**src/hw/rtl/qsf_pkg.sv**
```systemverilog
// types and constants of the sonar scan and zone fusion block
package qsf_pkg;

    localparam int PADDR_W = 3;
    localparam int PDATA_W = 32;

    localparam logic [0:0] REG_MIN_DIFF    = 1'b0;
    localparam logic [0:0] REG_CM_PER_TICK = 1'b1;

    localparam logic [7:0]  MIN_DIFF_RST    = 8'd3;
    localparam logic [15:0] CM_PER_TICK_RST = 16'd1124;

    localparam logic [7:0] NO_OBJECT = 8'd255;

    localparam logic OP_TIMER = 1'b0;
    localparam logic OP_ECHO  = 1'b1;

    localparam logic [1:0] WAIT_BURST  = 2'd0;
    localparam logic [1:0] WAIT_DECAY  = 2'd1;
    localparam logic [1:0] WAIT_LISTEN = 2'd2;

    localparam logic [1:0] LAST_XDCR = 2'd3;

    typedef struct packed {
        logic        opcode;
        logic [15:0] capture_count;
    } t_in_item;

    typedef struct packed {
        logic       burst_on;
        logic [1:0] wait_select;
        logic       capture_armed;
        logic [1:0] transducer_select;
        logic       scan_done;
        logic [7:0] zone_ll;
        logic [7:0] zone_lc;
        logic [7:0] zone_cl;
        logic [7:0] zone_cc;
        logic [7:0] zone_cr;
        logic [7:0] zone_rc;
        logic [7:0] zone_rr;
    } t_out_item;

endpackage

```
**src/hw/rtl/qsf_in_if.sv**
```systemverilog
// request channel carrying timer and echo events
interface qsf_in_if;
    logic              valid;
    logic              ready;
    qsf_pkg::t_in_item data;

    modport source (output valid, output data, input ready);
    modport sink (input valid, input data, output ready);
endinterface

```
**src/hw/rtl/qsf_out_if.sv**
```systemverilog
// result channel carrying transducer control and fused zones
interface qsf_out_if;
    logic               valid;
    logic               ready;
    qsf_pkg::t_out_item data;

    modport source (output valid, output data, input ready);
    modport sink (input valid, input data, output ready);
endinterface

```
**src/hw/rtl/quad_sonar_scan_and_fusion.sv**
```systemverilog
// Four-transducer sonar sequencer with seven-zone range fusion. One request is taken
// every clock cycle while the result channel is not stalled; each request yields exactly
// one result, presented through the input register, then the result register. The path
// between them is one 16x16 multiply for the echo distance followed by the saturate,
// three pairwise difference compares and the zone select. A result held by a stalled sink
// does not stop the next request from being taken into an empty input register. The user
// writes configuration on the APB port while no request is in flight; it is not enforced.
module quad_sonar_scan_and_fusion (
    input  logic                               i_clk,
    input  logic                               i_rst_n,
    input  logic                               psel,
    input  logic                               penable,
    input  logic                               pwrite,
    input  logic [qsf_pkg::PADDR_W-1:0]        paddr,
    input  logic [qsf_pkg::PDATA_W-1:0]        pwdata,
    output logic [qsf_pkg::PDATA_W-1:0]        prdata,
    output logic                               pready,
    qsf_in_if.sink                             i_req,
    qsf_out_if.source                          o_rsp
);

    typedef enum logic [1:0] {
        PH_START  = 2'd0,
        PH_BURST  = 2'd1,
        PH_LISTEN = 2'd2
    } t_phase;

    logic [7:0]  r_min_diff;
    logic [15:0] r_cm_per_tick;

    logic        r_in_valid;
    logic        r_in_op;
    logic [15:0] r_in_count;

    logic        r_out_valid;
    qsf_pkg::t_out_item r_out;
    qsf_pkg::t_out_item n_out;

    logic [3:0][7:0] r_ranges, n_ranges;
    logic [6:0][7:0] r_zones, n_zones;
    logic [1:0]      r_idx, n_idx;
    t_phase          r_phase, n_phase;
    logic            r_echo, n_echo;
    logic            r_armed, n_armed;

    logic        adv;
    logic        fire;
    logic        step;
    logic        done;
    logic [31:0] prod;
    logic [7:0]  cm;
    logic [2:0][7:0] f0, f1, f2;
    logic        wr_en;

    function automatic logic [2:0][7:0] fuse(input logic [7:0] a, input logic [7:0] b,
                                             input logic [7:0] thr);
        logic [8:0] d;
        logic [2:0][7:0] z;
        d = ({1'b0, a} >= {1'b0, b}) ? ({1'b0, a} - {1'b0, b}) : ({1'b0, b} - {1'b0, a});
        if (d < {1'b0, thr}) begin
            z[0] = qsf_pkg::NO_OBJECT;
            z[1] = (a < b) ? a : b;
            z[2] = qsf_pkg::NO_OBJECT;
        end else begin
            z[0] = a;
            z[1] = qsf_pkg::NO_OBJECT;
            z[2] = b;
        end
        return z;
    endfunction

    // apb register file
    assign pready = 1'b1;
    assign wr_en  = psel && penable && pwrite;

    always_comb begin
        case (paddr[2])
            qsf_pkg::REG_MIN_DIFF:    prdata = {24'd0, r_min_diff};
            qsf_pkg::REG_CM_PER_TICK: prdata = {16'd0, r_cm_per_tick};
            default:                  prdata = '0;
        endcase
    end

    always_ff @(posedge i_clk) begin
        if (!i_rst_n) begin
            r_min_diff    <= qsf_pkg::MIN_DIFF_RST;
            r_cm_per_tick <= qsf_pkg::CM_PER_TICK_RST;
        end else if (wr_en) begin
            case (paddr[2])
                qsf_pkg::REG_MIN_DIFF:    r_min_diff    <= pwdata[7:0];
                qsf_pkg::REG_CM_PER_TICK: r_cm_per_tick <= pwdata[15:0];
                default: ;
            endcase
        end
    end

    // handshake
    assign adv         = !r_out_valid || o_rsp.ready;
    assign i_req.ready = !r_in_valid || adv;
    assign fire        = r_in_valid && adv;
    assign o_rsp.valid = r_out_valid;
    assign o_rsp.data  = r_out;

    // echo distance
    assign prod = {16'd0, r_in_count} * {16'd0, r_cm_per_tick};
    assign cm   = (|prod[31:24]) ? qsf_pkg::NO_OBJECT : prod[23:16];

    always_comb begin
        n_ranges = r_ranges;
        n_idx    = r_idx;
        n_phase  = r_phase;
        n_echo   = r_echo;
        n_armed  = r_armed;
        n_zones  = r_zones;
        step     = 1'b0;
        done     = 1'b0;
        if (fire) begin
            if (r_in_op == qsf_pkg::OP_TIMER) begin
                case (r_phase)
                    PH_START: begin
                        n_armed = 1'b0;
                        if (!r_echo) begin
                            n_ranges[r_idx] = qsf_pkg::NO_OBJECT;
                            step = 1'b1;
                        end else begin
                            n_echo = 1'b0;
                        end
                        n_phase = PH_BURST;
                    end
                    PH_BURST: begin
                        n_phase = PH_LISTEN;
                    end
                    PH_LISTEN: begin
                        n_armed = 1'b1;
                        n_phase = PH_START;
                    end
                    default: begin
                        n_phase = PH_START;
                    end
                endcase
            end else if (r_armed) begin
                n_ranges[r_idx] = cm;
                n_armed = 1'b0;
                n_echo  = 1'b1;
                step    = 1'b1;
            end
            if (step) begin
                if (r_idx == qsf_pkg::LAST_XDCR) begin
                    n_idx = 2'd0;
                    done  = 1'b1;
                end else begin
                    n_idx = r_idx + 2'd1;
                end
            end
        end
        // left to right order is 1, 3, 2, 0
        f0 = fuse(n_ranges[1], n_ranges[3], r_min_diff);
        f1 = fuse(n_ranges[3], n_ranges[2], r_min_diff);
        f2 = fuse(n_ranges[2], n_ranges[0], r_min_diff);
        if (done) begin
            n_zones[0] = f0[0];
            n_zones[1] = f0[1];
            n_zones[2] = f1[0];
            n_zones[3] = f1[1];
            n_zones[4] = f2[0];
            n_zones[5] = f2[1];
            n_zones[6] = f2[2];
        end
    end

    always_comb begin
        n_out.burst_on          = (n_phase == PH_BURST);
        case (n_phase)
            PH_BURST:  n_out.wait_select = qsf_pkg::WAIT_BURST;
            PH_LISTEN: n_out.wait_select = qsf_pkg::WAIT_DECAY;
            default:   n_out.wait_select = qsf_pkg::WAIT_LISTEN;
        endcase
        n_out.capture_armed     = n_armed;
        n_out.transducer_select = n_idx;
        n_out.scan_done         = done;
        n_out.zone_ll           = n_zones[0];
        n_out.zone_lc           = n_zones[1];
        n_out.zone_cl           = n_zones[2];
        n_out.zone_cc           = n_zones[3];
        n_out.zone_cr           = n_zones[4];
        n_out.zone_rc           = n_zones[5];
        n_out.zone_rr           = n_zones[6];
    end

    always_ff @(posedge i_clk) begin
        if (!i_rst_n) begin
            r_in_valid  <= 1'b0;
            r_out_valid <= 1'b0;
            r_ranges    <= '0;
            r_zones     <= '0;
            r_idx       <= 2'd0;
            r_phase     <= PH_START;
            r_echo      <= 1'b0;
            r_armed     <= 1'b0;
        end else begin
            if (i_req.ready) begin
                r_in_valid <= i_req.valid;
            end
            if (adv) begin
                r_out_valid <= r_in_valid;
            end
            r_ranges <= n_ranges;
            r_zones  <= n_zones;
            r_idx    <= n_idx;
            r_phase  <= n_phase;
            r_echo   <= n_echo;
            r_armed  <= n_armed;
        end
    end

    always_ff @(posedge i_clk) begin
        if (i_req.valid && i_req.ready) begin
            r_in_op    <= i_req.data.opcode;
            r_in_count <= i_req.data.capture_count;
        end
        if (fire) begin
            r_out <= n_out;
        end
    end

endmodule

```
**src/flat_wrapper.sv**
```systemverilog
// flat-port wrapper written by rule: the top's interface ports become plain ports
module quad_sonar_scan_and_fusion_flat 
  (i_clk, i_rst_n, psel, penable, pwrite, paddr, pwdata, prdata, pready, i_req_valid, i_req_data, i_req_ready, o_rsp_valid, o_rsp_data, o_rsp_ready);
  qsf_in_if i_req_i ();
  qsf_out_if o_rsp_i ();
  input  logic i_clk;
  input  logic i_rst_n;
  input  logic psel;
  input  logic penable;
  input  logic pwrite;
  input  logic [qsf_pkg::PADDR_W-1:0] paddr;
  input  logic [qsf_pkg::PDATA_W-1:0] pwdata;
  output logic [qsf_pkg::PDATA_W-1:0] prdata;
  output logic pready;
  input wire logic [$bits(i_req_i.valid)-1:0] i_req_valid;
  input wire logic [$bits(i_req_i.data)-1:0] i_req_data;
  output wire logic [$bits(i_req_i.ready)-1:0] i_req_ready;
  output wire logic [$bits(o_rsp_i.valid)-1:0] o_rsp_valid;
  output wire logic [$bits(o_rsp_i.data)-1:0] o_rsp_data;
  input wire logic [$bits(o_rsp_i.ready)-1:0] o_rsp_ready;
  assign i_req_i.valid = i_req_valid;
  assign i_req_i.data = i_req_data;
  assign i_req_ready = i_req_i.ready;
  assign o_rsp_valid = o_rsp_i.valid;
  assign o_rsp_data = o_rsp_i.data;
  assign o_rsp_i.ready = o_rsp_ready;
  quad_sonar_scan_and_fusion u_core (.i_clk(i_clk), .i_rst_n(i_rst_n), .psel(psel), .penable(penable), .pwrite(pwrite), .paddr(paddr), .pwdata(pwdata), .prdata(prdata), .pready(pready), .i_req(i_req_i), .o_rsp(o_rsp_i));
endmodule
```
**config.mk**
```make
export PLATFORM = sky130hd
export DESIGN_NAME = quad_sonar_scan_and_fusion_flat
export DESIGN_NICKNAME = d
export VERILOG_FILES = /design/src/hw/rtl/qsf_pkg.sv /design/src/hw/rtl/qsf_in_if.sv /design/src/hw/rtl/qsf_out_if.sv /design/src/hw/rtl/quad_sonar_scan_and_fusion.sv /design/src/flat_wrapper.sv
export SDC_FILE = /design/constraint.sdc
export NUM_CORES = 1
export LEC_CHECK = 0
export ABC_AREA = 1
export ABC_CLOCK_PERIOD_IN_PS = 8310
export BUFFER_PORTS_ARGS = -buffer_cell sky130_fd_sc_hd__buf_4
export CAP_MARGIN = 20
export CELL_PAD_IN_SITES_DETAIL_PLACEMENT = 1
export CELL_PAD_IN_SITES_GLOBAL_PLACEMENT = 2
export CORE_ASPECT_RATIO = 1.4
export CORE_UTILIZATION = 34
export CTS_BUF_LIST = sky130_fd_sc_hd__clkbuf_4
export DETAILED_ROUTE_END_ITERATION = 10
export PLACE_DENSITY_LB_ADDON = 0.1
export SYNTH_ARGS = -nofsm -noshare
export SYNTH_HDL_FRONTEND = slang
export SYNTH_SLANG_ARGS = --single-unit
```
**constraint.sdc**
```tcl
create_clock -name i_clk -period 8.31 [get_ports i_clk]
set_clock_uncertainty 0.05 [all_clocks]
set_input_delay 0.4155 -clock i_clk [delete_from_list [all_inputs] [get_ports i_clk]]
set_output_delay 0.4155 -clock i_clk [all_outputs]
set_load 0.01 [all_outputs]
```
-- After elaboration in Yosys (flattened, before gate mapping)
Index checks and enable logic that the tools add are counted.
- register bits after elaboration: 200
- bits of input ports: 59
- word-level logic and storage cells: 116
- add/sub/neg operators: 7
- multiply operators: 1
- magnitude comparators: 11
- eq/ne operators: 6
- multiplexer cells: 41
- bitwise gates (word level): 2
- reduce and logical (&&, ||, !) cells: 15
- operators with widths (operator ; count):
    $mux W32 ; 5
    $pmux W32 S2 ; 1
    $mux W56 ; 1
    $sub A8 B8 Y9 ; 6
    $mux W8 ; 5
    $bwmux W32 ; 1
    $mul A16 B16 Y32 ; 1
    $mux W16 ; 2
    $or A32 B32 Y32 ; 1
    $lt A9 B8 Y1 ; 3
    $mux W9 ; 3
    $ge A8 B8 Y1 ; 3
    $lt A8 B8 Y1 ; 3
    $mux W24 ; 1
    $demux W8 S2 ; 1
    $mux W1 ; 13
    $mux W2 ; 5
    $pmux W2 S2 ; 2
    $reduce_or A8 Y1 ; 1
    $eq A2 B2 Y1 const B ; 3
    $logic_and A1 B1 Y1 ; 5
    $eq A2 B1 Y1 const B ; 2
    $reduce_and A2 Y1 ; 2
    $lt A2 B3 Y1 const B ; 1
    other kinds (10) ; 12

-- Logic depth before layout (Yosys ltp)
Gate-level depths: netlist of run 1.
- depth in word-level cells: 14
- gate-level depth with buffers: 63
- mapped depth without buffers: 59

-- Worst setup path after synthesis of run 1
Ideal clock, no wire load.
- path kind: reg2reg
- start point: register u_core.r_cm_per_tick[7]
- end point: register u_core.r_out, in the netlist u_core.o_rsp.data[10] (data pin)
- library setup time: 251 ps
- data arrival time: 8756 ps
- data required time: 8009 ps
- setup slack: -746 ps
- stages on the path, launching flop included: 59
- path buffers: 4
- clock period less this slack: 9056 ps
- cell sequence: dfxtp_1 clkbuf_1 clkbuf_1 nand2_1 fa_1 inv_1 fa_1 inv_1 fa_1 inv_1 fa_1 fa_1 inv_1 fa_1 inv_1 ha_1 nand2_1 nor2_1 [23 not listed] inv_6 nor2_8 nand2_1 o21ai_0 xor2_1 ha_1 inv_1 o21bai_1 a21oi_1 nor2_1 o211ai_1 nand2_1 o21ai_0 nand2_1 nor2_2 nand3_1 nand2_1 inv_1
- RTL lines (element ; RTL line ; RTL):
    start: declaration ; quad_sonar_scan_and_fusion.sv:29 ; logic [15:0] r_cm_per_tick;
    start signal: assignment ; quad_sonar_scan_and_fusion.sv:87 ; r_cm_per_tick <= qsf_pkg::CM_PER_TICK_RST;
    start signal: assignment ; quad_sonar_scan_and_fusion.sv:91 ; qsf_pkg::REG_CM_PER_TICK: r_cm_per_tick <= pwdata[15:0];
    end signal: assignment ; quad_sonar_scan_and_fusion.sv:222 ; r_out <= n_out;
    end: declaration ; quad_sonar_scan_and_fusion.sv:36 ; qsf_pkg::t_out_item r_out;

==> summary.md, run 1 <==
| Metric | Value |
|---|---|
| Vias in the first global route | about 20000 |
| # setup viols final | 112 |
| Min Tclk post-route | 9645 ps |
| Fillers | 7101 |
| Clk Latency, worst-skew pair | 740 ps |
| P_leak | 0.01434 uW |
| Core ar. | between 50000 and 60000 um2 |
| Cell taking the most area after synthesis | fa_1 |
| WP data arrival | 10090 ps |
| Synthesized flop and latch total | 200 |
| Multi-input gate area | 14200 um2 |
| Dpl cell area | 24790 um2 |
| Outcome | finished with violations |
| Crit Path Class | register to register |
| CP Launch Type | register |
| Initial core utilization | 34.47% |
| Overflow after GRT | 0 |
| Crit-path max cell delay | 560 ps |
| Max cap viols | 0 |
| Clock-pin transition on the worst setup and hold timing paths | 180 ps |
| Post-detailed-route wirelength per cell | 19.26 um |
| Largest net degree at the start of global routing | 76 |
| # rows | 105 |
| Commonest non-fill, non-tap cells in the layout | 564 x inv_1, 531 x nand2_1, 455 x buf_4, 191 x fa_1, 172 x nor2_1 |
| Via Count | 18240 |
| Final Instance Area | ~27000 um2 |
| Routed wl met2 | ~44 mm |
| EDFF count, synth | 80 |
| Unrepaired setup endpoints after global routing | yes |
| Layout Utilization | 46.56% |
| FF+latch area | 4813 um2 |
| Synth top area cells | fa_1 20%, dfxtp_1 12%, edfxtp_1 12% |
| Vias per cell | approximately 4.7 |
| Global Route Usage Sum | about 25% |
| HP Class | input pin to register |
| Failing checks | setup timing |
| Max Clk Rate | 103.7 MHz |
| Clk sink count | 200 |
| Io pins | 157 |
| CP required | about 9000 ps |
| Pwr Total | 6852 uW |
| CTS root buf | clkbuf_4 |
| Slew Viols, Final | 0 |
| First-pass GRT wire length | 112.6 mm |
| CTS buffer count | 17 |
| Area Growth Syn to Fin | 35.06% |
| DR iter-0 viols | 481 |
| Die area | ~60000 um2 |
| Syn Area/Cell | roughly 7.7 um2 |
| Uppermost layer routed | met4 |
| Nets@finish | about 3500 |
| Tcrit/Tclk final | 116.1% |
| Commonest non-fill, non-tap cell in the layout | inv_1 |
| Dpl hpwl | 61.28 mm |
| Post-route DRC | 0 |
| H-tree levels | 4 |
| Synth top area share | about a fifth |
| Ys Warns | 0 |
| Distinct cells, synth | 59 |
| Slew headroom | 38.57% |
| Routability cong. | between 0.8 and 0.9 |
| CP max stage cell | fa_1 |
| Die Ht | 290.4 um |
| Antenna viol nets, final | 0 |
| Seq/Total Area, Yosys | around a quarter |
| Die width | about 210 um |
| Wl on met1 | 26.00 mm |
| Metal3 WL | 1.071 mm |
| Final hold vios | 0 |
| Post-Route WL | 74.00 mm |
| PD cells | 251.2 nW/um2 |
| VDD IR max | 192.1 uV |
| Max Fanout on Critical Path | 11 |
| Synth Flop Type | dfxtp_1 |
| Final worst slack | -1335 ps |
| Slew @ Worst Pin | about 920 ps |
| Crit. End Element | register |
| Layout cell share with drive strength beyond 1 | 30.43% |
| Port buffer count | around 120 |
| First-pass DRT Iterations | 5 |
| CTS tree | yes |
| Initial antenna violation count | 1 |
| Synth Instances | 2618 |
| Fraction of registers with async set/reset | 0% |
| Mapped cell area | 20200 um2 |
| CTS Buffer Depth | 2 |
==> final cells by class <==
| cell class | count | area share, % |
|---|---|---|
| Sequential cell | 200 | 17.65 |
| Antenna cell | 1 | 0.009173 |
| Tap cell | 749 | 3.435 |
| Clock buffer | 18 | 0.4954 |
| Timing Repair Buffer | 547 | 17.26 |
| Inverter | 613 | 8.559 |
| Clock inverter | 14 | 0.5229 |
| Multi-Input combinational cell | 1700 | 52.07 |
==> cell usage after synthesis (all sizes together), types with 3 or more instances <==
cell and n:
o21bai 7, nor2 202, and2 9, a21o 4, a21oi 96, nand4 16, o211ai 7, xor2 16
ha 176, a211oi 3, o21a 3, buf 31, xnor2 14, inv 611, a2bb2oi 9, nor3 10
or2 26, nand3b 4, dfxtp 120, clkbuf 89, nand2 654, fa 199, a31oi 4, nand3 108
edfxtp 80, o22ai 23, a21boi 5, o21ai 73, mux2i 7
==> sequential cells by signal (all words and copies together), names as in the netlist <==
signal	flops
u_core.o_rsp.data	63
u_core.r_zones	56
u_core.r_ranges	32
u_core.r_cm_per_tick	16
u_core.r_in_count	16
u_core.r_min_diff	8
u_core.r_idx	2
u_core.r_phase	2
u_core.o_rsp.valid	1
u_core.r_armed	1
u_core.r_echo	1
u_core.r_in_op	1
u_core.r_in_valid	1
==> stage by stage <==
stage / hold slack [ps] / TNS, ps / cells / setup slack, ps
after detailed placement: 440.5 / -165280 / 3717 / -1861
after floorplan: 411.4 / -12370 / 2633 / -276.8
final: 133.8 / -124960 / 3842 / -1335
after global placement: 423.6 / -155490 / 3717 / -1741
after global routing: 134.9 / -181900 / 3842 / -1890
after CTS: 19.16 / -135600 / 3796 / -1361
==> metal layers <==
metal  vias to the layer above  GRT usage [%]
met5                         -              0
met4                         0          11.36
li1                       8772              -
met1                      9142          24.17
met3                       111          1.707
met2                       214          50.62
==> timing repair <==
| action | 4_1_cts | 5_1_grt |
|---|---|---|
| cloned | 0 | 2 |
| hold buffers | 41 | 0 |
| gates resized for setup | 32 | 281 |
| hold endpoints to repair | 50 | 0 |
| pin swaps | 6 | 97 |
| buffers inserted | 6 | 42 |
| endpoints found under the setup margin | 112 | 112 |
==> critical path, delay by kind of cell, from the launching register on <==
kind                       cells  cell delay, ps
AOI/OAI and AO/OA             10            1470
adders and majority gates      9            3800
and+or+nand+nor               19            1790
DFF                            1             420
muxes                          1             350
buffers and inverters         15            1320
xor gates and xnor gates       1             180
==> report_power, final <==
group | total [uW] | switching, uW | internal, uW | leakage [uW]
Clock | 555 | 395 | 160 | 0.000146
Sequential | 1070 | 22.3 | 1050 | 0.00176
Combinational | 5220 | 2960 | 2270 | 0.0124
Total | 6850 | 3370 | 3480 | 0.0143
==> final timing paths <==
kind	end	from	slack (ps)	depth (start not counted)
worst min-delay path	u_core.r_min_diff[0]	penable	130	5
worst max-delay path	u_core.o_rsp.data[10]	u_core.r_in_count[10]	-1340	55
worst min register to register	u_core.r_echo	u_core.r_echo	470	2
worst max register to register	u_core.o_rsp.data[10]	u_core.r_in_count[10]	-1340	55
==> kinds of logic after synthesis <==
kind of cell / Yosys count / share of synthesized area [%]
compound gates: 238 / 7.471
xor+xnor: 30 / 1.301
fa+ha+maj: 375 / 30.63
buf+inv: 733 / 14.16
flops: 200 / 23.79
mux: 7 / 0.3469
other cells: 2 / 0.03718
simple gates: 1033 / 22.26
Note: power is estimated with default switching activity, not from simulation.
==> run 2, diff against run 1 <==
--- a/config.mk
+++ b/config.mk
@@ -5,14 +5,13 @@
 export SDC_FILE = /design/constraint.sdc
 export NUM_CORES = 1
 export LEC_CHECK = 0
-export ABC_AREA = 1
 export ABC_CLOCK_PERIOD_IN_PS = 8310
 export BUFFER_PORTS_ARGS = -buffer_cell sky130_fd_sc_hd__buf_4
 export CAP_MARGIN = 20
 export CELL_PAD_IN_SITES_DETAIL_PLACEMENT = 1
 export CELL_PAD_IN_SITES_GLOBAL_PLACEMENT = 2
 export CORE_ASPECT_RATIO = 1.4
-export CORE_UTILIZATION = 34
+export CORE_UTILIZATION = 36
 export CTS_BUF_LIST = sky130_fd_sc_hd__clkbuf_4
 export DETAILED_ROUTE_END_ITERATION = 10
 export PLACE_DENSITY_LB_ADDON = 0.1
==> constraint.sdc (replaced) <==
create_clock -name i_clk -period 8.31 [get_ports i_clk]
set_clock_uncertainty 0.05 [all_clocks]
set_input_delay 1.2465 -clock i_clk [delete_from_list [all_inputs] [get_ports i_clk]]
set_output_delay 1.2465 -clock i_clk [all_outputs]
set_load 0.01 [all_outputs]
==> run 2 against run 1 <==
The flow still finishes with violations (setup timing). Synthesized area fell by 3.1%. Core utilization rose by 3.9 points. Via count fell by 2.7%. Maximum frequency fell by 7.2%. Sequential power barely moved. Combinational power fell by 8.2%. Count of clock-buffer cells in the layout fell by 1. Sequential cell count did not move. Critical endpoint is now u_core.o_rsp.data[42].
==> summary.md, run 2 <==
| Metric | Value |
|---|---|
| Most common cell in the netlist | inv_1 |
| WP data arrival | 10930 ps (+840 ps) |
| First-pass GRT wire length | 115.1 mm (+2.2%) |
| Slew @ Worst Pin | 973.7 ps (+52.19 ps) |
| Synth top area cells | fa_1 20%, dfxtp_1 12%, edfxtp_1 12% |
| Unrepaired setup endpoints after global routing | yes |
| Largest family of logic cells by synthesized area | adder cells |
| EDFF count, synth | 80 (unchanged) |
| Placed cells | 3343 (-10%) |
| Non-filler cells in the finished layout | 3433 (-11%) |
| Synth Flop Type | dfxtp_1 |
| Simple-Gate Fraction of Synth Area | 16.85% (-5.4 points) |
| Layout cell share with drive strength beyond 1 | 34.97% (+4.5 points) |
| CTS hold repair buffers | 0 (-100%) |
| Global Route Usage Sum | 27.81% (+3.3 points) |
| Die width | 199.1 um (-4.3%) |
| Vias in the first global route | 20300 (+0.069%) |
| Overflow after GRT | 0 (unchanged) |
| Max cap viols | 0 (unchanged) |
| Fillers | 6180 (-13%) |
| Hold path depth | 2 (-3) |
| Mux contribution to synthesized area | 1.067% (+0.72 points) |
| Layout Utilization | 50.48% (+3.9 points) |
| Final Instance Area | 26970 um2 (-1.1%) |
| Dpl cell area | 24570 um2 (-0.85%) |
| P_leak | 0.01235 uW (-14%) |
| Clk sink count | 200 (unchanged) |
| R2R depth | 41 (-25%) |
| HP Class | register to register |
| Post-route DRC | 0 (unchanged) |
| Die area | 55340 um2 (-8.4%) |
| Die Ht | 277.9 um (-4.3%) |
| VDD IR max | 257.6 uV (+34%) |
| CP required | 8850 ps (+100 ps) |
| PD cells | 241.6 nW/um2 (-3.8%) |
| Synth Instances | 2180 (-17%) |
| Tcrit/Tclk final | 125.1% (+9.0 points) |
| CP Launch Type | register |
| Most frequent cells after synthesis | 295 x inv_1, 225 x nand2_1, 199 x fa_1 |
| Routability cong. | 0.8951 (-0.31%) |
| Port buffer count | 121 (unchanged) |
| Core ar. | 53430 um2 (-8.8%) |
| Io pins | 157 (unchanged) |
| Post-Route WL | 74.26 mm (+0.35%) |
| FF+latch area | 4811 um2 (about the same) |
| Fraction of registers with async set/reset | 0% (unchanged) |
| Commonest non-fill, non-tap cell in the layout | buf_4 |
| Initial antenna violation count | 2 (+1) |
| CP max stage cell | fa_1 |
| CTS buffer count | 17 (unchanged) |
| First-pass DRT Iterations | 4 (-1) |
| Max Fanout on Critical Path | 7 (-4) |
| Final hold vios | 0 (unchanged) |
| Clk Latency, worst-skew pair | 830 ps (+90 ps) |
| Multi-input gate area | 14730 um2 (+3.7%) |
| Distinct cells, synth | 89 (+51%) |
| Adder-cell share of the synthesized area | 31.60% (+0.97 points) |
| Post-Route Setup TNS | -207270 ps (-82310 ps) |
| Area Growth Syn to Fin | 37.74% |
| Largest net degree at the start of global routing | 64 (-16%) |
| Slew Viols, Final | 0 (unchanged) |
| WP depth | 41 (-25%) |
| Antenna viol nets, final | 0 (unchanged) |
| Pwr Total | 6515 uW (-4.9%) |
| H-tree levels | 4 (unchanged) |
| # rows | 100 (-4.8%) |
| Worst path top cell family by delay | adder cells |
| Seq/Total Area, Yosys | 24.54% (+0.75 points) |
| Commonest non-fill, non-tap cells in the layout | 551 x buf_4, 279 x inv_1, 219 x nand2_1, 189 x fa_1, 147 x and2_1 |
| Fraction of the mapped netlist area in compound gates | 16.27% (+8.8 points) |
| Ys Warns | 0 (unchanged) |
| DR iter-0 viols | 578 (+20%) |
| CTS tree | yes |
| Min Tclk post-route | 10400 ps (+751.4 ps) |
| CTS Buffer Depth | 2 (unchanged) |
| Mapped cell area | 19580 um2 (-3.1%) |
| CTS root buf | clkbuf_4 |
| Final worst slack | -2087 ps (-751.3 ps) |
| Outcome | finished with violations |
| Xor/xnor share of the synthesized area | 1.118% (-0.18 points) |
| Nets@finish | 3138 (-11%) |
| Failing checks | setup timing |
| Post-detailed-route wirelength per cell | 21.63 um (+12%) |
| Cell taking the most area after synthesis | fa_1 |
| Max FFs per register | 63 (unchanged) |
| Buf/Inv on CP | 11 (-4) |
| Max Clk Rate | 96.18 MHz (-7.2%) |
| CP most frequent cell | fa_1 |
| Crit. End Element | register |
| Dpl hpwl | 59.95 mm (-2.2%) |
| Crit Path Class | register to register |
| # setup viols final | 112 (unchanged) |
| Via Count | 17750 (-2.7%) |
| Slew headroom | 34.89% (-3.7 points) |
| Syn Area/Cell | 8.981 um2 (+16%) |
| Clock-pin transition on the worst setup and hold timing paths | 240 ps (+60 ps) |
| Vias per cell | 5.169 (+8.9%) |
| Initial core utilization | 36.65% (+2.2 points) |
| Synthesized flop and latch total | 200 (unchanged) |
| Crit-path max cell delay | 540 ps (-20 ps) |
| Synth top area share | 20.35% (+0.62 points) |
==> run 2: changes by cell type after synthesis, moves of 52 or more <==
cell,change
nand2_1,-385
inv_1,-298
and2_1,+149
nand3_1,-82
a211oi_1,+57
a21oi_1,+52
==> run 2: layer usage <==
metal / part of all wire (%) / vias up / wire length (um) / global-route usage [%]
met4: 5.1 / 0 / 3775 / 14.42
li1: - / 8296 / - / -
met2: 57 / 289 / 42420 / 54.62
met5: 0 / - / 0 / 0
met1: 36 / 9013 / 26760 / 28.19
met3: 1.7 / 147 / 1299 / 2.787
==> run 2: cell type report <==
class | count | area share, %
Clock inverter | 15 | 0.8723
Sequential cell | 200 | 17.84
Inverter | 298 | 4.171
Timing Repair Buffer | 606 | 18.70
Multi-Input combinational cell | 1581 | 54.61
Tap cell | 714 | 3.313
Antenna cell | 2 | 0.01856
Clock buffer | 17 | 0.4733
==> run 2: final timing paths <==
kind	startpoint	to	slack, ps
max reg2reg	u_core.r_in_count[8]	u_core.o_rsp.data[42]	-2090
min reg2reg	u_core.r_min_diff[3]	u_core.r_min_diff[3]	420
max	u_core.r_in_count[8]	u_core.o_rsp.data[42]	-2090
min	u_core.r_min_diff[3]	u_core.r_min_diff[3]	420
==> run 2: per-stage QoR <==
stage / setup slack, ps / hold WS, ps
2_1_floorplan: -1758 / 386.3
3_3_place_gp: -2600 / 393.0
3_5_place_dp: -2647 / 397.2
4_1_cts: -2123 / 419.3
5_1_grt: -2434 / 439.7
6_report: -2087 / 418.7
==> run 2: tightest hold or removal path, cell delays in order, from the launching register on <==
cell	delay, ps
dfxtp_1	350
nand2_1	50
a21oi_1	50
==> run 2: kinds of logic after synthesis <==
group / Yosys count
AND/OR/NAND/NOR: 669
AO/OA/AOI/OAI: 475
buffers and inverters: 414
adder cells (fa/ha/maj): 375
flip-flops: 200
XOR/XNOR: 25
multiplexers: 20
other: 2
==> run 2: repair_timing <==
| action | 4_1_cts | 5_1_grt |
|---|---|---|
| setup endpoints to repair | 112 | 112 |
| setup buffers | 44 | 11 |
| gates cloned | 1 | 2 |
| pin swaps | 59 | 33 |
| resized for setup | 178 | 152 |
==> run 2: where the power goes <==
part           internal, uW  total (uW)  leakage (uW)  switching, uW
clock                   167         665      0.000186            498
combinational          2200        4790        0.0104           2590
sequential             1040        1060       0.00174           18.1
total                  3410        6520        0.0123           3100
